**src/rtl/bpssq_pkg.sv**
```systemverilog
// shared types and constants for the barometer pair swap and spike qualifier
package bpssq_pkg;

    localparam int unsigned WORD_W      = 16;
    localparam int unsigned HOLD_W      = 4;
    localparam int unsigned APB_DATA_W  = 32;
    localparam int unsigned APB_ADDR_W  = 3;

    localparam logic [HOLD_W-1:0]     SPIKE_HOLD_RESET = HOLD_W'(3);
    localparam logic [WORD_W-1:0]     TALLY_MAX        = '1;
    localparam logic [APB_ADDR_W-1:0] ADDR_SPIKE_HOLD  = APB_ADDR_W'(0);

    typedef struct packed {
        logic [WORD_W-1:0] pressure_raw;
        logic [WORD_W-1:0] temperature_raw;
    } frame_t;

    typedef struct packed {
        logic [WORD_W-1:0] pressure_out;
        logic [WORD_W-1:0] temperature_out;
        logic              baro_valid;
        logic [WORD_W-1:0] sync_error_count;
        logic              spike_active;
    } result_t;

    typedef struct packed {
        logic [WORD_W-1:0] prev_pressure;
        logic [WORD_W-1:0] prev_temperature;
        logic [WORD_W-1:0] good_pressure;
        logic [WORD_W-1:0] good_temperature;
        logic              awaiting_pressure;
        logic [HOLD_W-1:0] hold_countdown;
        logic              valid_flag;
        logic [WORD_W-1:0] error_tally;
    } qual_state_t;

endpackage

```
**src/rtl/baro_pair_swap_spike_qualifier.sv**
```systemverilog
// top level: frame input register, qualification step, result register, apb config
// path: a frame is held in the input register, then its result in the result register
// throughput: one frame per cycle unless result_stall holds the result register full
// backpressure: frame_stall rises only when the input register is full and the result
// register is held by result_stall
// reset: rst_n clears all tracking state, empties both stages, spike hold returns to 3
module baro_pair_swap_spike_qualifier
(
    input  logic                              clk,
    input  logic                              rst_n,
    // frame channel
    input  logic                              frame_valid,
    output logic                              frame_stall,
    input  bpssq_pkg::frame_t                 frame,
    // result channel
    output logic                              result_valid,
    input  logic                              result_stall,
    output bpssq_pkg::result_t                result,
    // configuration port
    input  logic                              psel,
    input  logic                              penable,
    input  logic                              pwrite,
    input  logic [bpssq_pkg::APB_ADDR_W-1:0]  paddr,
    input  logic [bpssq_pkg::APB_DATA_W-1:0]  pwdata,
    output logic [bpssq_pkg::APB_DATA_W-1:0]  prdata,
    output logic                              pready
);
    import bpssq_pkg::*;

    // input stage
    logic        stage_valid_reg;
    logic        stage_valid_next;
    frame_t      stage_data_reg;

    // result stage
    logic        out_valid_reg;
    logic        out_valid_next;
    result_t     out_data_reg;

    // tracking state, updated once per frame as it moves to the result stage
    qual_state_t state_reg;
    qual_state_t state_next;
    qual_state_t step_state;
    result_t     step_res;

    logic [HOLD_W-1:0] spike_hold_frames;
    logic              advance;
    logic              frame_take;

    bpssq_cfg u_cfg
    (
        .clk               (clk),
        .rst_n             (rst_n),
        .psel              (psel),
        .penable           (penable),
        .pwrite            (pwrite),
        .paddr             (paddr),
        .pwdata            (pwdata),
        .prdata            (prdata),
        .pready            (pready),
        .spike_hold_frames (spike_hold_frames)
    );

    bpssq_step u_step
    (
        .frame_in          (stage_data_reg),
        .cur               (state_reg),
        .spike_hold_frames (spike_hold_frames),
        .nxt               (step_state),
        .res               (step_res)
    );

    // the input stage moves on when the result register is empty or being taken
    assign advance     = stage_valid_reg && (!out_valid_reg || !result_stall);
    // the input register takes a frame when empty or emptying this cycle
    assign frame_stall = stage_valid_reg && !advance;
    assign frame_take  = frame_valid && !frame_stall;

    always_comb
    begin
        stage_valid_next = stage_valid_reg;
        if (frame_take)
        begin
            stage_valid_next = 1'b1;
        end
        else if (advance)
        begin
            stage_valid_next = 1'b0;
        end
    end

    always_comb
    begin
        out_valid_next = out_valid_reg;
        if (advance)
        begin
            out_valid_next = 1'b1;
        end
        else if (!result_stall)
        begin
            out_valid_next = 1'b0;
        end
    end

    assign state_next = advance ? step_state : state_reg;

    always_ff @(posedge clk or negedge rst_n)
    begin
        if (!rst_n)
        begin
            stage_valid_reg <= 1'b0;
            out_valid_reg   <= 1'b0;
            state_reg       <= '0;
        end
        else
        begin
            stage_valid_reg <= stage_valid_next;
            out_valid_reg   <= out_valid_next;
            state_reg       <= state_next;
        end
    end

    // payload registers, no reset needed
    always_ff @(posedge clk)
    begin
        if (frame_take)
        begin
            stage_data_reg <= frame;
        end
        if (advance)
        begin
            out_data_reg <= step_res;
        end
    end

    assign result_valid = out_valid_reg;
    assign result       = out_data_reg;

    // a held pair is never reported as usable
    assert property (@(posedge clk) disable iff (!rst_n)
        result_valid |-> !(result.spike_active && result.baro_valid))
        else $error("spike hold result flagged valid");

    // the sync error tally only grows
    assert property (@(posedge clk) disable iff (!rst_n)
        state_reg.error_tally >= $past(state_reg.error_tally))
        else $error("sync error tally decreased");

    // a full input stage that cannot move must stall the frame channel
    assert property (@(posedge clk) disable iff (!rst_n)
        (stage_valid_reg && out_valid_reg && result_stall) |-> frame_stall)
        else $error("input stage overwritten while blocked");

    // each transaction into the result register consumes the input stage
    assert property (@(posedge clk) disable iff (!rst_n)
        (advance && !frame_take) |=> !stage_valid_reg)
        else $error("input stage not released after advance");

endmodule

```
**src/rtl/bpssq_cfg.sv**
```systemverilog
// apb register block holding the spike hold length
module bpssq_cfg
(
    input  logic                                  clk,
    input  logic                                  rst_n,
    input  logic                                  psel,
    input  logic                                  penable,
    input  logic                                  pwrite,
    input  logic [bpssq_pkg::APB_ADDR_W-1:0]      paddr,
    input  logic [bpssq_pkg::APB_DATA_W-1:0]      pwdata,
    output logic [bpssq_pkg::APB_DATA_W-1:0]      prdata,
    output logic                                  pready,
    output logic [bpssq_pkg::HOLD_W-1:0]          spike_hold_frames
);
    import bpssq_pkg::*;

    logic [HOLD_W-1:0] spike_hold_reg;
    logic [HOLD_W-1:0] spike_hold_next;
    logic              wr_en;

    assign pready = 1'b1;
    assign wr_en  = psel && penable && pwrite && (paddr == ADDR_SPIKE_HOLD);

    always_comb
    begin
        spike_hold_next = spike_hold_reg;
        if (wr_en)
        begin
            spike_hold_next = pwdata[HOLD_W-1:0];
        end
    end

    always_ff @(posedge clk or negedge rst_n)
    begin
        if (!rst_n)
        begin
            spike_hold_reg <= SPIKE_HOLD_RESET;
        end
        else
        begin
            spike_hold_reg <= spike_hold_next;
        end
    end

    always_comb
    begin
        prdata = '0;
        if (paddr == ADDR_SPIKE_HOLD)
        begin
            prdata = {{(APB_DATA_W-HOLD_W){1'b0}}, spike_hold_reg};
        end
    end

    assign spike_hold_frames = spike_hold_reg;

endmodule

```
**src/rtl/bpssq_step.sv**
```systemverilog
// per-frame qualification logic: alternation, swap check, spike hold
module bpssq_step
(
    input  bpssq_pkg::frame_t              frame_in,
    input  bpssq_pkg::qual_state_t         cur,
    input  logic [bpssq_pkg::HOLD_W-1:0]   spike_hold_frames,
    output bpssq_pkg::qual_state_t         nxt,
    output bpssq_pkg::result_t             res
);
    import bpssq_pkg::*;

    logic [WORD_W-1:0] p;
    logic [WORD_W-1:0] t;
    logic              count_err;
    logic              valid_set;
    logic              swap_hit;
    logic              both_prev;
    logic [WORD_W-1:0] d_pp_p;
    logic [WORD_W-1:0] d_pt_p;
    logic [WORD_W-1:0] d_pt_t;
    logic [WORD_W-1:0] d_pp_t;
    logic [HOLD_W-1:0] hold_load;

    assign p = frame_in.pressure_raw;
    assign t = frame_in.temperature_raw;

    assign d_pp_p = (cur.prev_pressure > p) ? cur.prev_pressure - p : p - cur.prev_pressure;
    assign d_pt_p = (cur.prev_temperature > p) ? cur.prev_temperature - p
                                               : p - cur.prev_temperature;
    assign d_pt_t = (cur.prev_temperature > t) ? cur.prev_temperature - t
                                               : t - cur.prev_temperature;
    assign d_pp_t = (cur.prev_pressure > t) ? cur.prev_pressure - t : t - cur.prev_pressure;

    assign both_prev = (cur.prev_pressure != '0) && (cur.prev_temperature != '0);
    assign swap_hit  = both_prev && ((d_pp_p > d_pt_p) || (d_pt_t > d_pp_t));
    assign hold_load = (p == t) ? spike_hold_frames : cur.hold_countdown;

    always_comb
    begin
        nxt       = cur;
        count_err = 1'b0;
        valid_set = 1'b0;

        // alternation tracking: temperature update then pressure update
        if (!cur.awaiting_pressure)
        begin
            nxt.awaiting_pressure = 1'b1;
            if ((cur.prev_pressure != '0) && (cur.prev_pressure != p))
            begin
                nxt.awaiting_pressure = 1'b0;
                count_err             = 1'b1;
            end
        end
        else
        begin
            nxt.awaiting_pressure = 1'b0;
            if (cur.prev_temperature != '0)
            begin
                if (cur.prev_temperature != t)
                begin
                    nxt.awaiting_pressure = 1'b1;
                    count_err             = 1'b1;
                end
                else
                begin
                    valid_set = 1'b1;
                end
            end
        end

        if (count_err && (cur.error_tally != TALLY_MAX))
        begin
            nxt.error_tally = cur.error_tally + WORD_W'(1);
        end

        nxt.valid_flag = (valid_set || cur.valid_flag) && !swap_hit;

        nxt.prev_pressure    = p;
        nxt.prev_temperature = t;

        res.pressure_out    = p;
        res.temperature_out = t;
        res.spike_active    = 1'b0;

        if (hold_load != '0)
        begin
            nxt.valid_flag      = 1'b0;
            nxt.hold_countdown  = hold_load - HOLD_W'(1);
            res.pressure_out    = cur.good_pressure;
            res.temperature_out = cur.good_temperature;
            res.spike_active    = 1'b1;
        end
        else
        begin
            nxt.hold_countdown   = '0;
            nxt.good_pressure    = p;
            nxt.good_temperature = t;
        end

        res.baro_valid       = nxt.valid_flag;
        res.sync_error_count = nxt.error_tally;
    end

endmodule
```
**config.mk**
```make
export PLATFORM = sky130hd
export DESIGN_NAME = baro_pair_swap_spike_qualifier
export DESIGN_NICKNAME = d
export VERILOG_FILES = /design/src/rtl/bpssq_pkg.sv /design/src/rtl/baro_pair_swap_spike_qualifier.sv /design/src/rtl/bpssq_cfg.sv /design/src/rtl/bpssq_step.sv
export SDC_FILE = /design/constraint.sdc
export NUM_CORES = 1
export LEC_CHECK = 0
export BUFFER_PORTS_ARGS = -buffer_cell sky130_fd_sc_hd__buf_4
export CORE_UTILIZATION = 30
export DETAILED_ROUTE_END_ITERATION = 7
export HOLD_SLACK_MARGIN = 0.03
export SYNTH_ARGS = -nofsm -noshare
export SYNTH_HDL_FRONTEND = slang
export SYNTH_HIERARCHICAL = 1
export SYNTH_SLANG_ARGS = --single-unit
```
**constraint.sdc**
```tcl
create_clock -name clk -period 5.7 [get_ports clk]
set_clock_uncertainty 0.1 [all_clocks]
set_input_delay 0.285 -clock clk [delete_from_list [all_inputs] [get_ports clk]]
set_output_delay 0.285 -clock clk [all_outputs]
set_load 0.02 [all_outputs]
```
==> results of run 1 <==
routing by layer:
metal	part of all wire	routed length (um)	track usage	up-vias
li1	-	-	-	5618
met1	0.48	22170	0.2550	5829
met2	0.46	21300	0.2947	376
met3	0.047	2182	0.02595	53
met4	0.020	949	0.05596	0
met5	0	0	0	-
where the power goes:
group          internal, mW  total [mW]  switching, mW
clock network         0.604        1.22          0.612
logic                  1.27        3.03           1.76
registers              1.51        1.70          0.193
total                  3.38        5.95           2.56
tightest hold or removal path, stage by stage:
cell and delay (ps):
buf_4 70, and4_4 230, mux2_2 150
area by class of cell:
| class | instances | area share |
|---|---|---|
| clock buffers | 18 | 0.02608 |
| repair buffers | 187 | 0.09005 |
| clock inverters | 14 | 0.009882 |
| well taps | 664 | 0.04934 |
| inverters | 99 | 0.02207 |
| flip-flops and latches | 174 | 0.2831 |
| multi-input cells | 1139 | 0.5195 |
cells in the mapped netlist, types with 5 or more instances:
| cell type | n |
|---|---|
| a21o_1 | 62 |
| buf_2 | 26 |
| buf_6 | 8 |
| clkbuf_1 | 12 |
| o31ai_1 | 6 |
| nor2b_1 | 19 |
| a21oi_1 | 110 |
| nand4_1 | 36 |
| nor3_1 | 14 |
| nand2b_1 | 11 |
| a311oi_1 | 6 |
| o221ai_1 | 5 |
| o211ai_1 | 11 |
| nor4_1 | 13 |
| dfrtp_1 | 90 |
| buf_4 | 124 |
| o21ai_0 | 108 |
| o21bai_1 | 13 |
| mux2_2 | 67 |
| o22ai_1 | 5 |
| ha_1 | 155 |
| and3_1 | 7 |
| nand3_1 | 15 |
| mux2i_1 | 33 |
| and2_2 | 5 |
| a221oi_1 | 6 |
| nand2_1 | 96 |
| xor2_1 | 27 |
| o21a_1 | 10 |
| inv_1 | 99 |
| or2_2 | 6 |
| a31oi_1 | 8 |
| edfxtp_1 | 82 |
| fa_1 | 8 |
| nor2_1 | 55 |
| mux2_1 | 29 |
| xnor2_1 | 58 |
| and2_1 | 8 |
| a211oi_1 | 19 |
stage by stage:
| step | cell area, sq um | instances | hold slack (ps) |
|---|---|---|---|
| 2_1_floorplan | 15090 | 1586 | -110.6 |
| 3_3_place_gp | 15830 | 2223 | 274.1 |
| 3_5_place_dp | 15830 | 2223 | 271.0 |
| 4_1_cts | 16840 | 2295 | 178.4 |
| 5_1_grt | 16840 | 2295 | 193.1 |
| 6_report | 16840 | 2295 | 205.0 |
cells in the final DEF (no fill, tap or decap), drive strengths merged, types with 27 or more instances in the layout:
cell type    count
mux2            96
nand4           36
a21o            62
conb            29
buf            147
dfrtp           90
edfxtp          82
a21oi          112
dlygate4sd3     40
inv            107
ha             155
xnor2           58
xor2            27
mux2i           33
nand2           99
nor2            55
o21ai          110
what timing repair did:
| action | in CTS | in global routing |
|---|---|---|
| hold buffers | 40 | 0 |
| gates resized for setup | 0 | 1 |
| endpoints found under the setup margin | 0 | 1 |
| endpoints found under the hold margin | 81 | 0 |
worst max path at each step:
stage,slack [ps],to,from,cells past startpoint
global placement,400,state_reg[16],stage_data_reg[25],18
detailed placement,350,state_reg[16],stage_data_reg[26],18
CTS,340,state_reg[16],stage_data_reg[26],18
global route,30,state_reg[16],stage_data_reg[26],17
finish,300,state_reg[16],stage_data_reg[26],18
floorplan,1310,result[17],stage_data_reg[17],18
cells by family after synthesis:
group	synth area share
compound gates	0.1829
simple gates	0.1086
buf+inv	0.1060
flops	0.3181
fa+ha+maj	0.1401
mux	0.09418
xor+xnor	0.04968
other cells	0.0005011
==> flow_metrics.tcl, run 1 <==
set metrics [dict create \
    cp_cell_sequence "inv_1 -> ha_1 -> and3_1 -> nand4_1 -> or2b_1 -> a22oi_4 -> nor2_1 -> a31o_2 -> xor2_1 -> ha_1 -> and3_1 -> a221oi_1 -> o221ai_1 -> a221oi_1 -> o21ai_0 -> o2bb2ai_1 -> a311oi_1 -> mux2_2" \
    core-area_sq_um 49150 \
    final_core_util 0.3426 \
    cts_root_buf "clkbuf_16" \
    ios 159 \
    clock-sinks 174 \
    hold_viol 0 \
    crit_slowest_cell "ha_1" \
    antenna_found_initial 1 \
    cpPeakStageDelay_ps 600 \
    r2r-end "state_reg[16]" \
    routabilityCongestion 0.9321 \
    setup_tns_ps 0 \
    vias 11876 \
    status "complete, no violations" \
    fillers 5018 \
    diodes 0 \
    ys.flop_type "dfrtp_1" \
    irDropWorstVdd_mv 0.2473 \
    grt_pass1_wl_um 69780 \
    routedWlPerCell_um 20.31 \
    slew_headroom 0.3661 \
    grt_max_degree 137 \
    pre_cts_ws_ps 347.6 \
    synth.ff_latch_count 174 \
    worstPathArrival_ps 5700 \
    die_h_um 225.5 \
    vias_per_cell 5.175 \
    finalCritPeriodShare 0.9470 \
    drive_above_1_share 0.1760 \
    max_freq_ghz 0.1853 \
    largest_reg_flops 86 \
    worstRegToRegCells 18 \
    final.setup.worst_slack_ps 302.3 \
    die_area_sq_um 50850 \
    crit_fanout 11 \
    ys_seq_area_frac 0.3181 \
    clkSlewWorstSetupHoldPaths_ps 70 \
    crit_buf_inv 1 \
    fin_crit_ps 5398 \
    ys_warn_count 6 \
    cts_tree "built" \
    hold_start "penable" \
    ant_nets 0 \
    totalWireLength_um 46600 \
    clock_latency_ps 480 \
    syn_area_sq_um 14990 \
    cts_htree_levels 4 \
    syn_avg_cell_area_sq_um 9.612 \
    worst-setup-path-type "reg2reg" \
    synth_edf_count 82 \
    power_mw 5.949 \
    p_leak_nw 7.421 \
    final_net_count 1855 \
    critical_path.top_delay_family "compound AO/OA/AOI/OAI gates" \
    final-setup-viol-count 0 \
    cts_buffer_depth 2 \
    syn_to_final_growth_pct 12.37 \
    whs_path_depth 3 \
    rsz0062_at_grt "false" \
    portBuffers 101 \
    hp-class "in2reg" \
    holdPathEnd "u_cfg/spike_hold_frames[3]" \
    die_width_um 225.5 \
    synth.distinct_cells 87 \
    multi_input_area_sq_um 8748 \
    ff2ff_setup_slack_ps 300 \
    overflow 0 \
    synth.top_cell.area_share 0.1643 \
    yosys.area.top_type "edfxtp_1" \
    postCtsSetupRepairBufs 0 \
    max_slew.worst_pin.slew_ps 950.8 \
    r2r-start "stage_data_reg[26]" \
    cp-end-kind "flip-flop" \
    drc 0 \
    rows 81 \
    p_per_area_nw_per_um2 353.3 \
    drv_cap 0 \
    dr.pass1.iters 5 \
    start_kind "flip-flop" \
    track_usage 0.1841 \
    cts_buffers 17 \
    drt_iter0_drc 879 \
    seqCellArea_sq_um 4767 \
    synthCells 1559 \
    dp_hpwl_um 36720 \
    grt_pass1_vias 11388 \
    required_ps 6010 \
    synth_area_leaders "edfxtp_1, dfrtp_1, ha_1" \
    initial_utilization 0.3049 \
    slew_viol_final 0 \
    synthArstFlopShare 0.5287 \
]
Note: power is estimated with default switching activity, not from simulation.
==> run 2, diff against run 1 <==
Clock period 5.7 ns to 4.6 ns, I/O delays scaled along.
==> flow_metrics.tcl, run 2 (synthesis results as in run 1) <==
set metrics [dict create \
    status "complete, no violations" \
    largest_reg_flops 86 \
    grt_pass1_wl_um 72130 \
    p_per_area_nw_per_um2 434.9 \
    max_slew.worst_pin.slew_ps 987.0 \
    crit_fanout 5 \
    worst-setup-path-type "reg2reg" \
    drt_iter0_drc 644 \
    comb_power_share 0.564 \
    cts_htree_levels 4 \
    ff2ff_setup_slack_ps 100 \
    rows 81 \
    diodes 0 \
    totalWireLength_um 48700 \
    final_net_count 2044 \
    final_common_cell "buf_4" \
    clkSlewWorstSetupHoldPaths_ps 70 \
    p_int_mw 4.740 \
    start_kind "flip-flop" \
    clkPwrFrac 0.182 \
    final-setup-viol-count 0 \
    hold_viol 0 \
    ant_nets 0 \
    die_area_sq_um 50850 \
    overflow 0 \
    routedWlPerCell_um 19.60 \
    grt_max_degree 78 \
    clock-sinks 174 \
    worstPathArrival_ps 4840 \
    dr.pass1.iters 7 \
    die_h_um 225.5 \
    place_area_sq_um 17150 \
    setup_tns_ps 0 \
    antenna_found_initial 0 \
    routabilityCongestion 0.9240 \
    cts_buffer_depth 2 \
    fin_crit_ps 4503 \
    grt_pass1_vias 12122 \
    hold_start "penable" \
    clock_latency_ps 490 \
    drc 0 \
    p_sw_frac 0.4175 \
    drv_cap 0 \
    syn_to_final_growth_pct 24.85 \
    slew_headroom 0.3420 \
    cp-end-kind "flip-flop" \
    dp_hpwl_um 39250 \
    worstRegToRegCells 18 \
    r2r-start "stage_data_reg[22]" \
    slew_viol_final 0 \
    vias_per_cell 4.978 \
    drive_above_1_share 0.3060 \
    hp-class "in2reg" \
    ios 159 \
    stdcell_area_sq_um 18710 \
    r2r-end "state_reg[16]" \
    holdPathEnd "u_cfg/spike_hold_frames[1]" \
    core-area_sq_um 49150 \
    cts_root_buf "clkbuf_16" \
    required_ps 4930 \
    mostFrequentLayoutCells "buf_4, ha_1, a21oi_1" \
    cts_buffers 17 \
    vias 12365 \
    initial_utilization 0.3049 \
    cts_tree "built" \
    irDropWorstVdd_mv 0.2957 \
    whs_path_depth 3 \
    die_width_um 225.5 \
    seqPwrFrac 0.254 \
    max_freq_ghz 0.2221 \
    portBuffers 101 \
    finalCritPeriodShare 0.9790 \
    p_leak_nw 8.374 \
    track_usage 0.1926 \
    p_switching_mw 3.397 \
]
run 2: cell types whose count changed in the layout (fill, tap and decap cells not counted), sizes merged:
cell	delta
buf	+189
clkinv	-3
clkinvlp	+2
bufinv	+1
clkbuf	+1
inv	-1
run 2: stage by stage:
stage          setup slack [ps]  power (mW)  hold slack [ps]  std cells  utilization
2_1_floorplan             209.2       4.812           -165.6       1586            -
3_3_place_gp             -102.0       6.194            258.1       2395       0.3488
3_5_place_dp             -192.0       6.260            290.9       2395       0.3488
4_1_cts                  0.4943       7.847            101.4       2467       0.3700
5_1_grt                  -47.36       8.661            121.4       2484       0.3806
6_report                  96.73       8.137            140.4       2484       0.3806
run 2: layout make-up:
class | count | area, sq um
inverter | 99 | 371.6
timing repair buffer | 376 | 2977
tap | 664 | 830.8
fill | 4923 | 30440
clock buffer | 19 | 432.9
clock inverter | 13 | 148.9
multi-input combinational | 1139 | 9173
sequential | 174 | 4776
run 2: worst max path at each step:
stage / cells after the start / startpoint / to
after global routing: 18 / stage_data_reg[16] / state_reg[16]
final: 18 / stage_data_reg[22] / state_reg[16]
after detailed placement: 17 / stage_data_reg[25] / state_reg[16]
after global placement: 18 / state_reg[64] / state_reg[16]
after floorplan: 18 / stage_data_reg[17] / result[17]
after CTS: 17 / stage_data_reg[29] / state_reg[16]
run 2: per-layer routing:
| layer | share of wire | GRT usage |
|---|---|---|
| met4 | 0.038 | 0.08602 |
| met2 | 0.45 | 0.3012 |
| met5 | 0 | 0 |
| met3 | 0.045 | 0.04120 |
| met1 | 0.47 | 0.2538 |
run 2: what timing repair did:
item,4_1_cts,5_1_grt
resized for setup,15,102
endpoints found under the hold margin,90,0
pin swaps,5,42
hold buffers,40,0
endpoints found under the setup margin,2,2
setup buffers,0,16
cloned,0,1
run 2: power by group through the flow:
stage	logic [mW]	registers [mW]	clock network, mW
after CTS	4.24	2.07	1.54
after global routing	4.98	2.09	1.59
final	4.59	2.07	1.48
after floorplan	2.71	2.11	0
after detailed placement	4.16	2.10	0
after global placement	4.10	2.09	0
run 2: worst max-delay path, cell delays in order, from the launching register on:
cell       delay (ps)
edfxtp_1          440
inv_1             100
buf_4             170
ha_1              300
and2_4            190
nand2_4            80
or4_4             580
o21ai_4           120
mux2i_1           260
xnor2_1           180
ha_1              300
and3_4            170
a221oi_2          260
o221ai_1          170
a221oi_2          280
o21ai_2           110
o2bb2ai_2         140
a311oi_2          320
mux2_4            200
==> run 3, diff against run 2 <==
Clock period 4.6 ns to 4.9 ns, I/O delays scaled along.
==> flow_metrics.tcl, run 3 (synthesis results as in run 1) <==
set metrics [dict create \
    drv_cap 0 \
    overflow 0 \
    rows 81 \
    vias 12260 \
    vias_per_cell 5.049 \
    cts_buffer_depth 2 \
    setup.worst_path.start "stage_data_reg[13]" \
    p_per_area_nw_per_um2 406.6 \
    whs_path_depth 3 \
    diodes 0 \
    cts_root_buf "clkbuf_16" \
    clock_latency_ps 490 \
    worstPathArrival_ps 5020 \
    fin_crit_ps 4685 \
    track_usage 0.1934 \
    grt_pass1_wl_um 72790 \
    hold_start "penable" \
    place_area_sq_um 16830 \
    r2r-start "stage_data_reg[13]" \
    crit_buf_inv 3 \
    status "complete, no violations" \
    cpPeakStageDelay_ps 430 \
    stdcell_area_sq_um 17930 \
    ant_nets 0 \
    irDropWorstVdd_mv 0.3044 \
    slew_viol_final 0 \
    hp-class "in2reg" \
    cts_buffers 17 \
    largest_reg_flops 86 \
    grt_max_degree 81 \
    max_freq_ghz 0.2135 \
    portBuffers 101 \
    antenna_found_initial 1 \
    drt_iter0_drc 974 \
    ff2ff_setup_slack_ps 220 \
    cp_cell_sequence "inv_1 -> buf_4 -> ha_1 -> a211o_1 -> o21bai_1 -> a41o_1 -> a22oi_2 -> buf_4 -> mux2i_1 -> xor2_1 -> ha_1 -> a21o_1 -> a21o_1 -> a21oi_1 -> o21ai_0 -> a21oi_1 -> o2bb2ai_1 -> a311oi_2 -> mux2_2" \
    cts_tree "built" \
    grtUsageMet3 0.03598 \
    grt_pass1_vias 12185 \
    start_kind "flip-flop" \
    dr.pass1.iters 5 \
    holdPathEnd "u_cfg/spike_hold_frames[2]" \
    final_net_count 1988 \
    ios 159 \
    r2r-end "state_reg[16]" \
    required_ps 5230 \
    clock-sinks 174 \
    final-setup-viol-count 0 \
    mostFrequentLayoutCells "buf_4, ha_1, a21oi_1" \
    clkSlewWorstSetupHoldPaths_ps 80 \
    die_h_um 225.5 \
    initial_utilization 0.3049 \
    totalWireLength_um 48490 \
    syn_to_final_growth_pct 19.66 \
    hold_viol 0 \
    crit_slowest_cell "edfxtp_1" \
    drc 0 \
    critical_path.top_delay_family "compound AO/OA/AOI/OAI gates" \
    fillers 4980 \
    die_area_sq_um 50850 \
    dp_hpwl_um 39570 \
    worst-setup-path-type "reg2reg" \
    setup_tns_ps 0 \
    grt_use_met1 0.2561 \
    core-area_sq_um 49150 \
    drive_above_1_share 0.2449 \
    finalCritPeriodShare 0.9561 \
    worstRegToRegCells 19 \
    routedWlPerCell_um 19.97 \
    max_slew.worst_pin.slew_ps 1055 \
    final_common_cell "buf_4" \
    cp-end-kind "flip-flop" \
    use_met2 0.3067 \
    p_leak_nw 8.079 \
    die_width_um 225.5 \
    routabilityCongestion 0.9313 \
    slew_headroom 0.2947 \
    busiest_layer "met2" \
    crit_fanout 10 \
    cts_htree_levels 4 \
]
==> run 3: cell types whose count changed in the layout (fill, tap and decap cells not counted), moves of 7 or more <==
| cell | previous run | this run |
|---|---|---|
| ha_1 | 145 | 154 |
| o21ai_0 | 97 | 104 |
| buf_4 | 327 | 276 |
| a21oi_1 | 99 | 108 |
| dfrtp_2 | 7 | 0 |
| inv_1 | 87 | 98 |
| dfrtp_1 | 83 | 90 |
| inv_2 | 12 | 1 |
==> run 3: routing by layer <==
layer,vias up,routed length (um)
met5,-,13
met4,2,1765
met3,77,2164
met2,322,21990
met1,5995,22560
li1,5864,-
==> run 3: what timing repair did <==
item	CTS	global route
pin swaps	0	8
endpoints found under the setup margin	1	2
hold buffers	40	0
resized for setup	2	20
hold endpoints to repair	102	0
setup buffers	0	1
==> run 3: through the flow <==
step | cells | hold WS [ps] | setup slack [ps] | total power [mW] | utilization
2_1_floorplan | 1586 | -150.6 | 509.2 | 4.518 | -
3_3_place_gp | 2355 | 324.4 | 83.25 | 5.725 | 0.3425
3_5_place_dp | 2355 | 324.5 | -10.33 | 5.771 | 0.3425
4_1_cts | 2427 | 120.0 | 50.43 | 7.288 | 0.3634
5_1_grt | 2428 | 141.9 | -14.53 | 7.798 | 0.3648
6_report | 2428 | 156.3 | 215.1 | 7.291 | 0.3648
==> run 3: power breakdown <==
group / leakage (nW) / internal (mW) / total [mW] / switching [mW]
Sequential: 1.90 / 1.75 / 1.93 / 0.179
Clock: 0.302 / 0.716 / 1.43 / 0.712
Combinational: 5.87 / 1.75 / 3.93 / 2.18
==> run 3: cell type report <==
cell class	instances	area, sq um	area share
Multi-Input combinational cell	1139	8807	0.4911
Sequential cell	174	4767	0.2658
Timing Repair Buffer	320	2539	0.1416
Tap cell	664	830.8	0.04633
Clock buffer	18	450.4	0.02512
Inverter	99	371.6	0.02072
Clock inverter	14	166.4	0.009280
==> run 3: worst register-to-register path, stage by stage, from the launching register on <==
cell	delay, ps
edfxtp_1	430
inv_1	150
buf_4	190
ha_1	280
a211o_1	320
o21bai_1	190
a41o_1	290
a22oi_2	300
buf_4	280
mux2i_1	270
xor2_1	190
ha_1	270
a21o_1	160
a21o_1	170
a21oi_1	140
o21ai_0	90
a21oi_1	240
o2bb2ai_1	140
a311oi_2	250
mux2_2	210
==> run 3: worst max path at each step <==
stage	to	slack (ps)	depth (start not counted)
floorplan	result[17]	510	18
finish	state_reg[16]	220	19
global placement	state_reg[16]	80	17
CTS	state_reg[16]	50	22
detailed placement	state_reg[16]	-10	21
global route	state_reg[16]	-10	20
